--- src/sv/udf_pkg.sv ---
package udf_pkg;

  // Largest field width and precision; inputs above it saturate.
  localparam int unsigned MAX_FIELD = 63;

  localparam int unsigned VALUE_W = 32;
  localparam int unsigned FIELD_W = 6;
  localparam int unsigned CHAR_W  = 8;
  localparam int unsigned NDIGITS = 10;
  localparam int unsigned DIGIT_W = 4;
  localparam int unsigned NDIG_W  = 4;
  localparam int unsigned BIT_CNT_W = $clog2(VALUE_W);

  localparam logic [FIELD_W-1:0] MAX_FIELD_C = FIELD_W'(MAX_FIELD);

  localparam logic [CHAR_W-1:0] ASCII_ZERO  = 8'd48;
  localparam logic [CHAR_W-1:0] ASCII_SPACE = 8'd32;
  localparam logic [CHAR_W-1:0] ASCII_NUL   = 8'd0;

  localparam logic [DIGIT_W-1:0] BCD_ADJ_MIN = 4'd5;
  localparam logic [DIGIT_W-1:0] BCD_ADJ     = 4'd3;

  typedef enum logic [3:0] {
    S_IDLE = 4'b0001,
    S_CONV = 4'b0010,
    S_SIZE = 4'b0100,
    S_EMIT = 4'b1000
  } udf_state_t;

endpackage

--- src/sv/unsigned_decimal_formatter.sv ---
// Flow: an accepted word runs 32 shift-and-add-3 steps and one sizing step, then
//   its characters are loaded into the output register one at a time.
// Throughput: the BCD shift unit holds one word; a new word is taken only after
//   the last character is loaded; one character per cycle while out_ready is high.
// Reset: rst_n (synchronous, active low) returns the sequencer to idle and
//   empties the output register; payload registers are not cleared.
module unsigned_decimal_formatter (
  input  logic                          clk,
  input  logic                          rst_n,
  input  logic                          in_valid,
  output logic                          in_ready,
  input  logic [udf_pkg::VALUE_W-1:0]   in_value,
  input  logic [udf_pkg::FIELD_W-1:0]   in_field_width,
  input  logic                          in_has_precision,
  input  logic [udf_pkg::FIELD_W-1:0]   in_min_digits,
  input  logic                          in_left_justify,
  input  logic                          in_zero_pad,
  output logic                          out_valid,
  input  logic                          out_ready,
  output logic [udf_pkg::CHAR_W-1:0]    out_character,
  output logic                          out_is_char,
  output logic                          out_last
);
  import udf_pkg::*;

  // Sequencer
  udf_state_t state_r, state_nxt;
  logic [BIT_CNT_W-1:0] bit_cnt_r, bit_cnt_nxt;

  // Conversion datapath: binary word shifts into the BCD digit register
  logic [VALUE_W-1:0] val_r, val_nxt;
  logic [NDIGITS-1:0][DIGIT_W-1:0] bcd_r, bcd_nxt;
  logic [NDIGITS-1:0][DIGIT_W-1:0] bcd_adj;

  // Item attributes held for the whole conversion
  logic [FIELD_W-1:0] width_r, width_nxt;
  logic [FIELD_W-1:0] prec_r, prec_nxt;
  logic               left_r, left_nxt;
  logic               pad_zero_r, pad_zero_nxt;

  // Layout computed in the sizing cycle
  logic [NDIG_W-1:0]  ndig_r, ndig_nxt;
  logic [FIELD_W-1:0] body_r, body_nxt;
  logic [FIELD_W-1:0] pad_r, pad_nxt;
  logic [FIELD_W-1:0] total_r, total_nxt;
  logic [FIELD_W-1:0] pos_cnt_r, pos_cnt_nxt;

  // Output register
  logic              out_valid_r, out_valid_nxt;
  logic [CHAR_W-1:0] out_char_r, out_char_nxt;
  logic              out_is_char_r, out_is_char_nxt;
  logic              out_last_r, out_last_nxt;

  logic               in_fire;
  logic               out_load;
  logic [NDIG_W-1:0]  ndig_calc;
  logic [FIELD_W-1:0] body_calc;
  logic [FIELD_W-1:0] pad_calc;
  logic [FIELD_W:0]   total_sum;
  logic               in_body;
  logic [FIELD_W-1:0] digit_pos;
  logic [DIGIT_W-1:0] digit_val;
  logic [CHAR_W-1:0]  cur_char;
  logic               cur_empty;
  logic               cur_last;

  assign in_ready = (state_r == S_IDLE);
  assign in_fire  = in_valid && in_ready;
  // In S_EMIT, load a character whenever the output register is free or being drained.
  assign out_load = (state_r == S_EMIT) && (!out_valid_r || out_ready);

  assign out_valid     = out_valid_r;
  assign out_character = out_char_r;
  assign out_is_char   = out_is_char_r;
  assign out_last      = out_last_r;

  // Double-dabble step: add 3 to every digit of 5 or more, each digit on its own.
  always_comb begin
    for (int d = 0; d < NDIGITS; d++) begin
      bcd_adj[d] = (bcd_r[d] >= BCD_ADJ_MIN) ? (bcd_r[d] + BCD_ADJ) : bcd_r[d];
    end
  end

  // Digit count: one past the most significant nonzero BCD digit; zero for a zero value.
  always_comb begin
    ndig_calc = '0;
    for (int d = 0; d < NDIGITS; d++) begin
      if (bcd_r[d] != '0) begin
        ndig_calc = NDIG_W'(d + 1);
      end
    end
  end

  // Body is the digits widened to the precision; pad fills up to the width.
  assign body_calc = (prec_r > {2'b00, ndig_calc}) ? prec_r : {2'b00, ndig_calc};
  assign pad_calc  = (width_r > body_calc) ? (width_r - body_calc) : '0;
  assign total_sum = {1'b0, pad_calc} + {1'b0, body_calc};

  // Character at the current position. Right-justified text puts the pad first;
  // left-justified text puts the body first and trails with spaces.
  always_comb begin
    if (left_r) begin
      in_body   = (pos_cnt_r < body_r);
      digit_pos = body_r - FIELD_W'(1) - pos_cnt_r;
    end else begin
      in_body   = (pos_cnt_r >= pad_r);
      digit_pos = total_r - FIELD_W'(1) - pos_cnt_r;
    end
    digit_val = bcd_r[digit_pos[NDIG_W-1:0]];
    if (in_body) begin
      if (digit_pos < {2'b00, ndig_r}) begin
        cur_char = ASCII_ZERO + {4'b0000, digit_val};
      end else begin
        cur_char = ASCII_ZERO;
      end
    end else if (left_r) begin
      cur_char = ASCII_SPACE;
    end else begin
      cur_char = pad_zero_r ? ASCII_ZERO : ASCII_SPACE;
    end
    cur_empty = (total_r == '0);
    cur_last  = cur_empty || (pos_cnt_r == (total_r - FIELD_W'(1)));
  end

  always_comb begin
    state_nxt       = state_r;
    bit_cnt_nxt     = bit_cnt_r;
    val_nxt         = val_r;
    bcd_nxt         = bcd_r;
    width_nxt       = width_r;
    prec_nxt        = prec_r;
    left_nxt        = left_r;
    pad_zero_nxt    = pad_zero_r;
    ndig_nxt        = ndig_r;
    body_nxt        = body_r;
    pad_nxt         = pad_r;
    total_nxt       = total_r;
    pos_cnt_nxt     = pos_cnt_r;
    out_valid_nxt   = out_valid_r;
    out_char_nxt    = out_char_r;
    out_is_char_nxt = out_is_char_r;
    out_last_nxt    = out_last_r;

    // Drop the held word once taken; a new load below overrides this.
    if (out_valid_r && out_ready) begin
      out_valid_nxt = 1'b0;
    end

    case (state_r)
      S_IDLE: begin
        if (in_fire) begin
          val_nxt      = in_value;
          bcd_nxt      = '0;
          bit_cnt_nxt  = '0;
          width_nxt    = (in_field_width > MAX_FIELD_C) ? MAX_FIELD_C : in_field_width;
          if (in_has_precision) begin
            prec_nxt = (in_min_digits > MAX_FIELD_C) ? MAX_FIELD_C : in_min_digits;
          end else begin
            prec_nxt = FIELD_W'(1);
          end
          left_nxt     = in_left_justify;
          pad_zero_nxt = in_zero_pad && !in_left_justify && !in_has_precision;
          state_nxt    = S_CONV;
        end
      end
      S_CONV: begin
        // Shift the next binary bit into the adjusted BCD digits.
        bcd_nxt     = {bcd_adj[NDIGITS-1][DIGIT_W-2:0], bcd_adj[NDIGITS-2:0],
                       val_r[VALUE_W-1]};
        val_nxt     = {val_r[VALUE_W-2:0], 1'b0};
        bit_cnt_nxt = bit_cnt_r + BIT_CNT_W'(1);
        if (bit_cnt_r == BIT_CNT_W'(VALUE_W - 1)) begin
          state_nxt = S_SIZE;
        end
      end
      S_SIZE: begin
        ndig_nxt    = ndig_calc;
        body_nxt    = body_calc;
        pad_nxt     = pad_calc;
        total_nxt   = total_sum[FIELD_W-1:0];
        pos_cnt_nxt = '0;
        state_nxt   = S_EMIT;
      end
      S_EMIT: begin
        if (out_load) begin
          out_valid_nxt   = 1'b1;
          out_char_nxt    = cur_empty ? ASCII_NUL : cur_char;
          out_is_char_nxt = !cur_empty;
          out_last_nxt    = cur_last;
          pos_cnt_nxt     = pos_cnt_r + FIELD_W'(1);
          if (cur_last) begin
            state_nxt = S_IDLE;
          end
        end
      end
      default: begin
        state_nxt = S_IDLE;
      end
    endcase
  end

  always_ff @(posedge clk) begin
    if (!rst_n) begin
      state_r     <= S_IDLE;
      bit_cnt_r   <= '0;
      pos_cnt_r   <= '0;
      out_valid_r <= 1'b0;
    end else begin
      state_r     <= state_nxt;
      bit_cnt_r   <= bit_cnt_nxt;
      pos_cnt_r   <= pos_cnt_nxt;
      out_valid_r <= out_valid_nxt;
    end
  end

  always_ff @(posedge clk) begin
    val_r         <= val_nxt;
    bcd_r         <= bcd_nxt;
    width_r       <= width_nxt;
    prec_r        <= prec_nxt;
    left_r        <= left_nxt;
    pad_zero_r    <= pad_zero_nxt;
    ndig_r        <= ndig_nxt;
    body_r        <= body_nxt;
    pad_r         <= pad_nxt;
    total_r       <= total_nxt;
    out_char_r    <= out_char_nxt;
    out_is_char_r <= out_is_char_nxt;
    out_last_r    <= out_last_nxt;
  end

  // A sequencer state is always exactly one of the one-hot codes.
  a_state_onehot: assert property (@(posedge clk) disable iff (!rst_n)
    $onehot(state_r))
    else $error("sequencer state not one-hot");

  // An accepted word always starts the digit conversion.
  a_accept_conv: assert property (@(posedge clk) disable iff (!rst_n)
    in_fire |=> (state_r == S_CONV) && (bit_cnt_r == '0))
    else $error("accepted word did not start conversion");

  // The final shift step hands over to the sizing cycle.
  a_conv_done: assert property (@(posedge clk) disable iff (!rst_n)
    (state_r == S_CONV) && (bit_cnt_r == BIT_CNT_W'(VALUE_W - 1)) |=> (state_r == S_SIZE))
    else $error("conversion did not end after the last bit");

  // The character position never runs past the text length.
  a_pos_range: assert property (@(posedge clk) disable iff (!rst_n)
    (state_r == S_EMIT) && (total_r != '0) |-> (pos_cnt_r < total_r))
    else $error("character position beyond text length");

  // An empty-conversion result always closes the conversion.
  a_empty_last: assert property (@(posedge clk) disable iff (!rst_n)
    out_valid_r && !out_is_char_r |-> out_last_r)
    else $error("empty result not marked last");

endmodule

--- config.mk ---
export PLATFORM = sky130hd
export DESIGN_NAME = unsigned_decimal_formatter
export DESIGN_NICKNAME = d
export VERILOG_FILES = /design/src/sv/udf_pkg.sv /design/src/sv/unsigned_decimal_formatter.sv
export SDC_FILE = /design/constraint.sdc
export NUM_CORES = 1
export LEC_CHECK = 0
export BUFFER_PORTS_ARGS = -buffer_cell sky130_fd_sc_hd__buf_2
export CAP_MARGIN = 5
export CORE_MARGIN = 2
export CORE_UTILIZATION = 40
export CTS_CLUSTER_SIZE = 24
export DETAILED_ROUTE_END_ITERATION = 12
export SYNTH_ARGS = -nofsm -noshare
export SYNTH_HDL_FRONTEND = slang
export SYNTH_SLANG_ARGS = --single-unit
--- constraint.sdc ---
create_clock -name clk -period 6.7 [get_ports clk]
set_input_delay 0.335 -clock clk [delete_from_list [all_inputs] [get_ports clk]]
set_output_delay 0.335 -clock clk [all_outputs]
set_load 0.05 [all_outputs]
==> flow_summary.yaml, run 1 <==
cells_and_area:
  final_common_cell: "nand2_1"
  layout.nets: 973
  fill_cells: 1830
  final_cell_mix: "nand2_1, edfxtp_1, nor2_1"
  syn2layout_area_growth_pct: 14.50
  drive_gt1_share_pct: 14.06
  diodes: 0
  fin_cells: 1133
  stdcell_area_mm2: 0.009087
power:
  seqPwrFrac_pct: 44.4
  swShare_pct: 26.93
  p_total_uw: 2278
  clock_power_share_pct: 40.3
  comb_power_share_pct: 15.2
  p_sw_uw: 613.4
  powerDensity_mw_per_mm2: 250.6
  p_leak_uw: 0.003787
  intPower_uw: 1664
  ir_drop_uv: 193.8
synthesis:
  postSynthAreaPerCell_um2: 9.933
  ys.flop_type: "edfxtp_1"
  syn-instance-count: 799
  synth_fa_ha_area_share_pct: 10.94
  synth_simple_gate_area_share_pct: 18.65
  synth_warnings: 0
  synth_edf_count: 116
  netlist_area_mm2: 0.007936
  ys_async_sr_fraction_pct: 0
  synth-compound-area-share_pct: 10.22
  synth_xor_area_share_pct: 4.399
  ys_ff_latch: 132
  synth_seq_area_share_pct: 47.93
  yosysUniqueCellTypes: 66
  synth_top_family_by_area: "simple AND/OR/NAND/NOR gates"
  muxShareOfSynthArea_pct: 2.948
setup_path:
  critPathTopFamily: "simple AND/OR/NAND/NOR gates"
  cp-start-kind: "flip-flop"
  critPathMaxFanout: 6
  crit_path_top_delay_cell: "mux2_4"
  critPathArrivalTime_ns: 6.48
  path_class: "reg2reg"
  endpoint_kind: "flip-flop"
  max_stage_delay_ns: 0.44
  cp_data_required_time_ns: 6.86
  rrSetupSlack_ns: 0.38
  path_buf_inv: 2
  cp_common_cell: "ha_1"
floorplanning:
  rows: 51
  design.die.area_mm2: 0.02098
  die_y_um: 144.9
  initial_core_util_pct: 40.78
  fp.coreArea_mm2: 0.01946
  io_pins: 63
  die_w_um: 144.9
sta:
  relSlewSlack_pct: 28.09
  fin_crit_sh_pct: 94.38
  tightest_slew_ns: 1.076
  finalSetupTns_ns: 0
  min_period_ns: 6.323
  fmax_mhz: 158.1
  setup_violations: 0
  rsz0062_at_grt: "false"
  slew_viol_final: 0
  skew_ns: 0.02256
  hold_viol_final: 0
global_routing:
  grt_first_pass_wirelength_mm: 26.20
  antenna_found_initial: 0
  use_met1_pct: 23.34
  grt_max_degree: 80
  grt_use_met2_pct: 23.44
  grt.total_usage_pct: 16.00
  grt_pass1_vias: 5337
  gr-total-overflow: 0
  top_usage_layer: "met2"
  use_met3_pct: 3.488
routing:
  ant_nets: 0
  first_pass_iters: 5
  postRouteWirelength_mm: 15.88
  viasPerCell: 4.956
  num_vias: 5615
  drtIter0Drc: 370
  wire_per_inst_um: 14.02
  drcViolationCount: 0
cts:
  cts.sinks: 132
  htreeDepth: 4
  post_cts_buffers: 0
  cts_root_buf: "clkbuf_16"
  cts.clk_slew.worst_paths_ns: 0.06
  cts.path.max_buffers: 2
  clk_latency_ns: 0.42
  cts_buffers: 17
  cts_tree: "yes"
placement:
  port_buffers: 60
  gp_congestion: 0.8348
  place_area_mm2: 0.008498
  dp_hpwl_mm: 11.26
  dp.cells: 1101
run_status:
  outcome: "finished, final reports clean"
worst_hold_path:
  hp-class: "in2reg"
job:
  cap_violations: 0
==> repair_timing <==
item                                   in CTS  in global routing
resized for setup                           0                  1
endpoints found under the hold margin       0                  0
hold buffers                                0                  0
setup endpoints to repair                   0                  1
==> per-stage QoR <==
step           utilization [%]  hold slack (ns)  setup WS (ns)
2_1_floorplan                -           0.4235          1.094
3_3_place_gp             43.66           0.4439         0.4602
3_5_place_dp             43.66           0.4519         0.2367
4_1_cts                  46.66          0.08158         0.2182
5_1_grt                  46.69          0.07932        0.01411
6_report                 46.69          0.09799         0.3766
==> metal layers <==
layer,part of all wire [%],up-vias
met3,3.9,15
li1,-,2872
met5,0,-
met1,51,2604
met4,1.4,0
met2,43,124
==> synth_stat cells, types with 3 or more instances <==
library cell    n  area [um^2]
o21ai_0        25        125.1
nand3_1        10        50.05
o21a_1          7        52.55
fa_1            4        80.08
nand2_1       142        533.0
a21boi_0        3        22.52
nand3b_1        3        22.52
ha_1           63        788.3
nor3b_1         5        37.54
xnor2_1        23        201.4
inv_1          69        259.0
nand2b_1       15        93.84
buf_2           3        15.01
buf_4           4        30.03
edfxtp_1      116         3483
mux2_2          7        78.83
o211ai_1        3        22.52
nor2_1         70        262.8
clkbuf_1       21        78.83
nand4_1         7        43.79
a21oi_1        50        250.2
nor2b_1        10        62.56
nor3_1         13        65.06
and3_1          8        50.05
a21o_1          7        52.55
nor3b_2         3        37.54
o21ai_1         3        15.01
xor2_1         15        131.4
dfxtp_1        16        320.3
a211oi_1        6        45.04
a31oi_1         3        18.77
a211o_1         5        43.79
and2_1         10        62.56
mux2i_1        14        140.1
==> power groups by stage <==
stage,clock (uW),combinational (uW),sequential (uW)
after global routing,970,393,1020
after floorplan,0,268,1020
after detailed placement,0,346,1030
after global placement,0,342,1030
after CTS,935,349,1010
final,918,347,1010
==> logic make-up (layout without fill, tap and decap cells) <==
kind of cell,Yosys count,after routing
simple gates,311,311
flops,132,132
compound gates,129,129
buf+inv,98,166
fa+ha+maj,67,67
xor+xnor,39,39
mux,22,22
other cells,1,2
==> layout make-up <==
cell class	count	area (um^2)	area share [%]
inverters	69	259.0	2.850
flip-flops and latches	132	3804	41.86
repair buffers	65	337.8	3.717
clock buffers	18	429.2	4.723
clock inverters	14	153.9	1.694
multi-input cells	570	3772	41.51
well taps	265	331.6	3.649
==> worst paths after layout <==
kind	start	end	depth (start not counted)
max	bcd_r[12]	total_r[5]	25
min	in_field_width[4]	width_r[4]	1
max reg2reg	bcd_r[12]	total_r[5]	25
min reg2reg	bit_cnt_r[3]	bit_cnt_r[3]	1
==> sequential cells by signal (all words and copies together) (netlist names), 4 cells and up <==
| name | count |
|---|---|
| bcd_r | 40 |
| val_r | 32 |
| body_r | 6 |
| out_character | 6 |
| pad_r | 6 |
| pos_cnt_r | 6 |
| prec_r | 6 |
| total_r | 6 |
| width_r | 6 |
| bit_cnt_r | 5 |
| ndig_r | 4 |
| state_r | 4 |
Power figures use the tool's default switching activity.
==> inputs of run 2 (changes only) <==
CORE_UTILIZATION = 34   (was 40)
==> run 2 against run 1 <==
  * Die area up 17%
  * Maximum frequency up 3.0%
  * Via count fell by 0.66%
  * Sequential share of layout area is 0.10 points lower
  * Clock-buffer cell count unchanged
  * Largest power group unchanged
  * Hold slack lost 0.0066 ns
  * Combinational power about the same
==> flow_summary.yaml, run 2 (synthesis results as in run 1) <==
run_status:
  outcome: "finished, final reports clean"
global_routing:
  grt_use_met2_pct: 20.99
  gr-total-overflow: 0
  grt_max_degree: 81
  use_met1_pct: 19.29
  grt.total_usage_pct: 13.88
  grt_first_pass_wirelength_mm: 26.65
  use_met3_pct: 3.766
  top_usage_layer: "met2"
  antenna_found_initial: 0
  grt_pass1_vias: 5291
floorplanning:
  io_pins: 63
  design.die.area_mm2: 0.02458
  die_y_um: 156.8
  initial_core_util_pct: 34.84
  rows: 55
  fp.coreArea_mm2: 0.02278
  die_w_um: 156.8
worst_hold_path:
  whs_endpoint: "width_r[3]"
  min_delay_path_depth: 1
  hold_start: "in_field_width[3]"
  hp-class: "in2reg"
sta:
  relSlewSlack_pct: 23.58
  fmax_mhz: 162.9
  tightest_slew_ns: 1.146
  fin_crit_sh_pct: 91.63
  min_period_ns: 6.139
  skew_ns: 0.006461
  hold_viol_final: 0
  slew_viol_final: 0
  rsz0062_at_grt: "false"
  finalSetupTns_ns: 0
  setup_violations: 0
setup_path:
  cp_data_required_time_ns: 6.87
  critPathArrivalTime_ns: 6.31
  path_depth: 25
  rrSetupSlack_ns: 0.56
  max_stage_delay_ns: 0.44
  timing.rr.start: "bcd_r[13]"
  cp_common_cell: "ha_1"
  critPathMaxFanout: 6
  crit_path_top_delay_cell: "edfxtp_1"
  reg2regPathDepth: 25
  critPathTopFamily: "simple AND/OR/NAND/NOR gates"
  r2r_end: "total_r[5]"
  endpoint_kind: "flip-flop"
  path_buf_inv: 2
  path_class: "reg2reg"
  cp-start-kind: "flip-flop"
cts:
  cts-hold-fix-buffers: 0
  cts_tree: "yes"
  cts.sinks: 132
  cts.clk_slew.worst_paths_ns: 0.06
  cts_root_buf: "clkbuf_16"
  clk_latency_ns: 0.42
  cts.path.max_buffers: 2
  htreeDepth: 4
  post_cts_buffers: 0
  postCtsResizedCells: 0
  cts_buffers: 17
placement:
  dp_hpwl_mm: 11.71
  dp.cells: 1148
  gp_congestion: 0.7967
  port_buffers: 60
cells_and_area:
  diodes: 0
  layout.nets: 972
  fill_cells: 2209
  reg.largest.list: "bcd_r x40, val_r x32"
  multi_input_area_mm2: 0.003766
  final_common_cell: "nand2_1"
  fin_cells: 1180
  fin_util_pct: 39.99
  drive_gt1_share_pct: 13.96
  largest_reg_flops: 40
  final_cell_mix: "nand2_1, edfxtp_1, nor2_1"
  seqCellArea_mm2: 0.003804
  syn2layout_area_growth_pct: 14.79
  top_register: "bcd_r"
routing:
  wire_per_inst_um: 13.94
  first_pass_iters: 4
  drcViolationCount: 0
  postRouteWirelength_mm: 16.45
  num_vias: 5578
  drtIter0Drc: 302
  ant_nets: 0
  viasPerCell: 4.727
power:
  ir_drop_uv: 207.7
  p_leak_uw: 0.003767
  powerDensity_mw_per_mm2: 246.4
job:
  cap_violations: 0
-- run 2: cell types whose count changed in the layout (fill, tap and decap cells not counted), sizes merged --
cell	previous run	this run
buf	65	64
bufinv	2	1
clkinv	4	5
clkinvlp	4	5
inv	73	72
-- run 2: final cells by class --
type	instances	area share, %
clock buffers	18	4.711
clock inverters	14	1.428
inverters	69	2.843
multi-input cells	570	41.34
flip-flops and latches	132	41.75
well taps	313	4.299
repair buffers	64	3.626
-- run 2: worst reg2reg max path: cells and delay by family, from the launching register on --
kind / cells / cell delay (ns)
AO/OA/AOI/OAI: 9 / 1.38
XOR/XNOR: 1 / 0.10
adder cells (fa/ha/maj): 5 / 1.52
buffers and inverters: 2 / 0.20
flip-flops: 1 / 0.44
multiplexers: 1 / 0.44
AND/OR/NAND/NOR: 7 / 1.79
-- run 2: layer usage --
layer  share of wire, %  routed length (um)
met1                 51                8364
met2                 43                7055
met3                5.1                 844
met4                1.1                 182
met5                  0                   0
-- run 2: metrics by stage --
step,worst slack [ns],hold slack (ns),power [uW],instance area (um^2)
2_1_floorplan,1.094,0.4235,1286,7940
5_1_grt,0.1529,0.06583,2348,9110
6_report,0.5609,0.09140,2244,9110
3_5_place_dp,0.6088,0.4450,1375,8551
3_3_place_gp,0.7288,0.4464,1371,8551
4_1_cts,0.5778,0.06934,2264,9110
-- run 2: power breakdown --
part	switching, uW	internal, uW
clock	372	513
sequential	42.5	972
combinational	205	140
total	619	1630
-- run 2: worst max path at each step --
| stage | from | end | slack (ns) |
|---|---|---|---|
| 3_5_place_dp | bcd_r[12] | total_r[5] | 0.61 |
| 4_1_cts | bcd_r[12] | total_r[5] | 0.58 |
| 5_1_grt | bcd_r[13] | total_r[5] | 0.15 |
| 2_1_floorplan | bcd_r[12] | total_r[5] | 1.09 |
| 3_3_place_gp | bcd_r[12] | total_r[5] | 0.73 |
| 6_report | bcd_r[13] | total_r[5] | 0.56 |
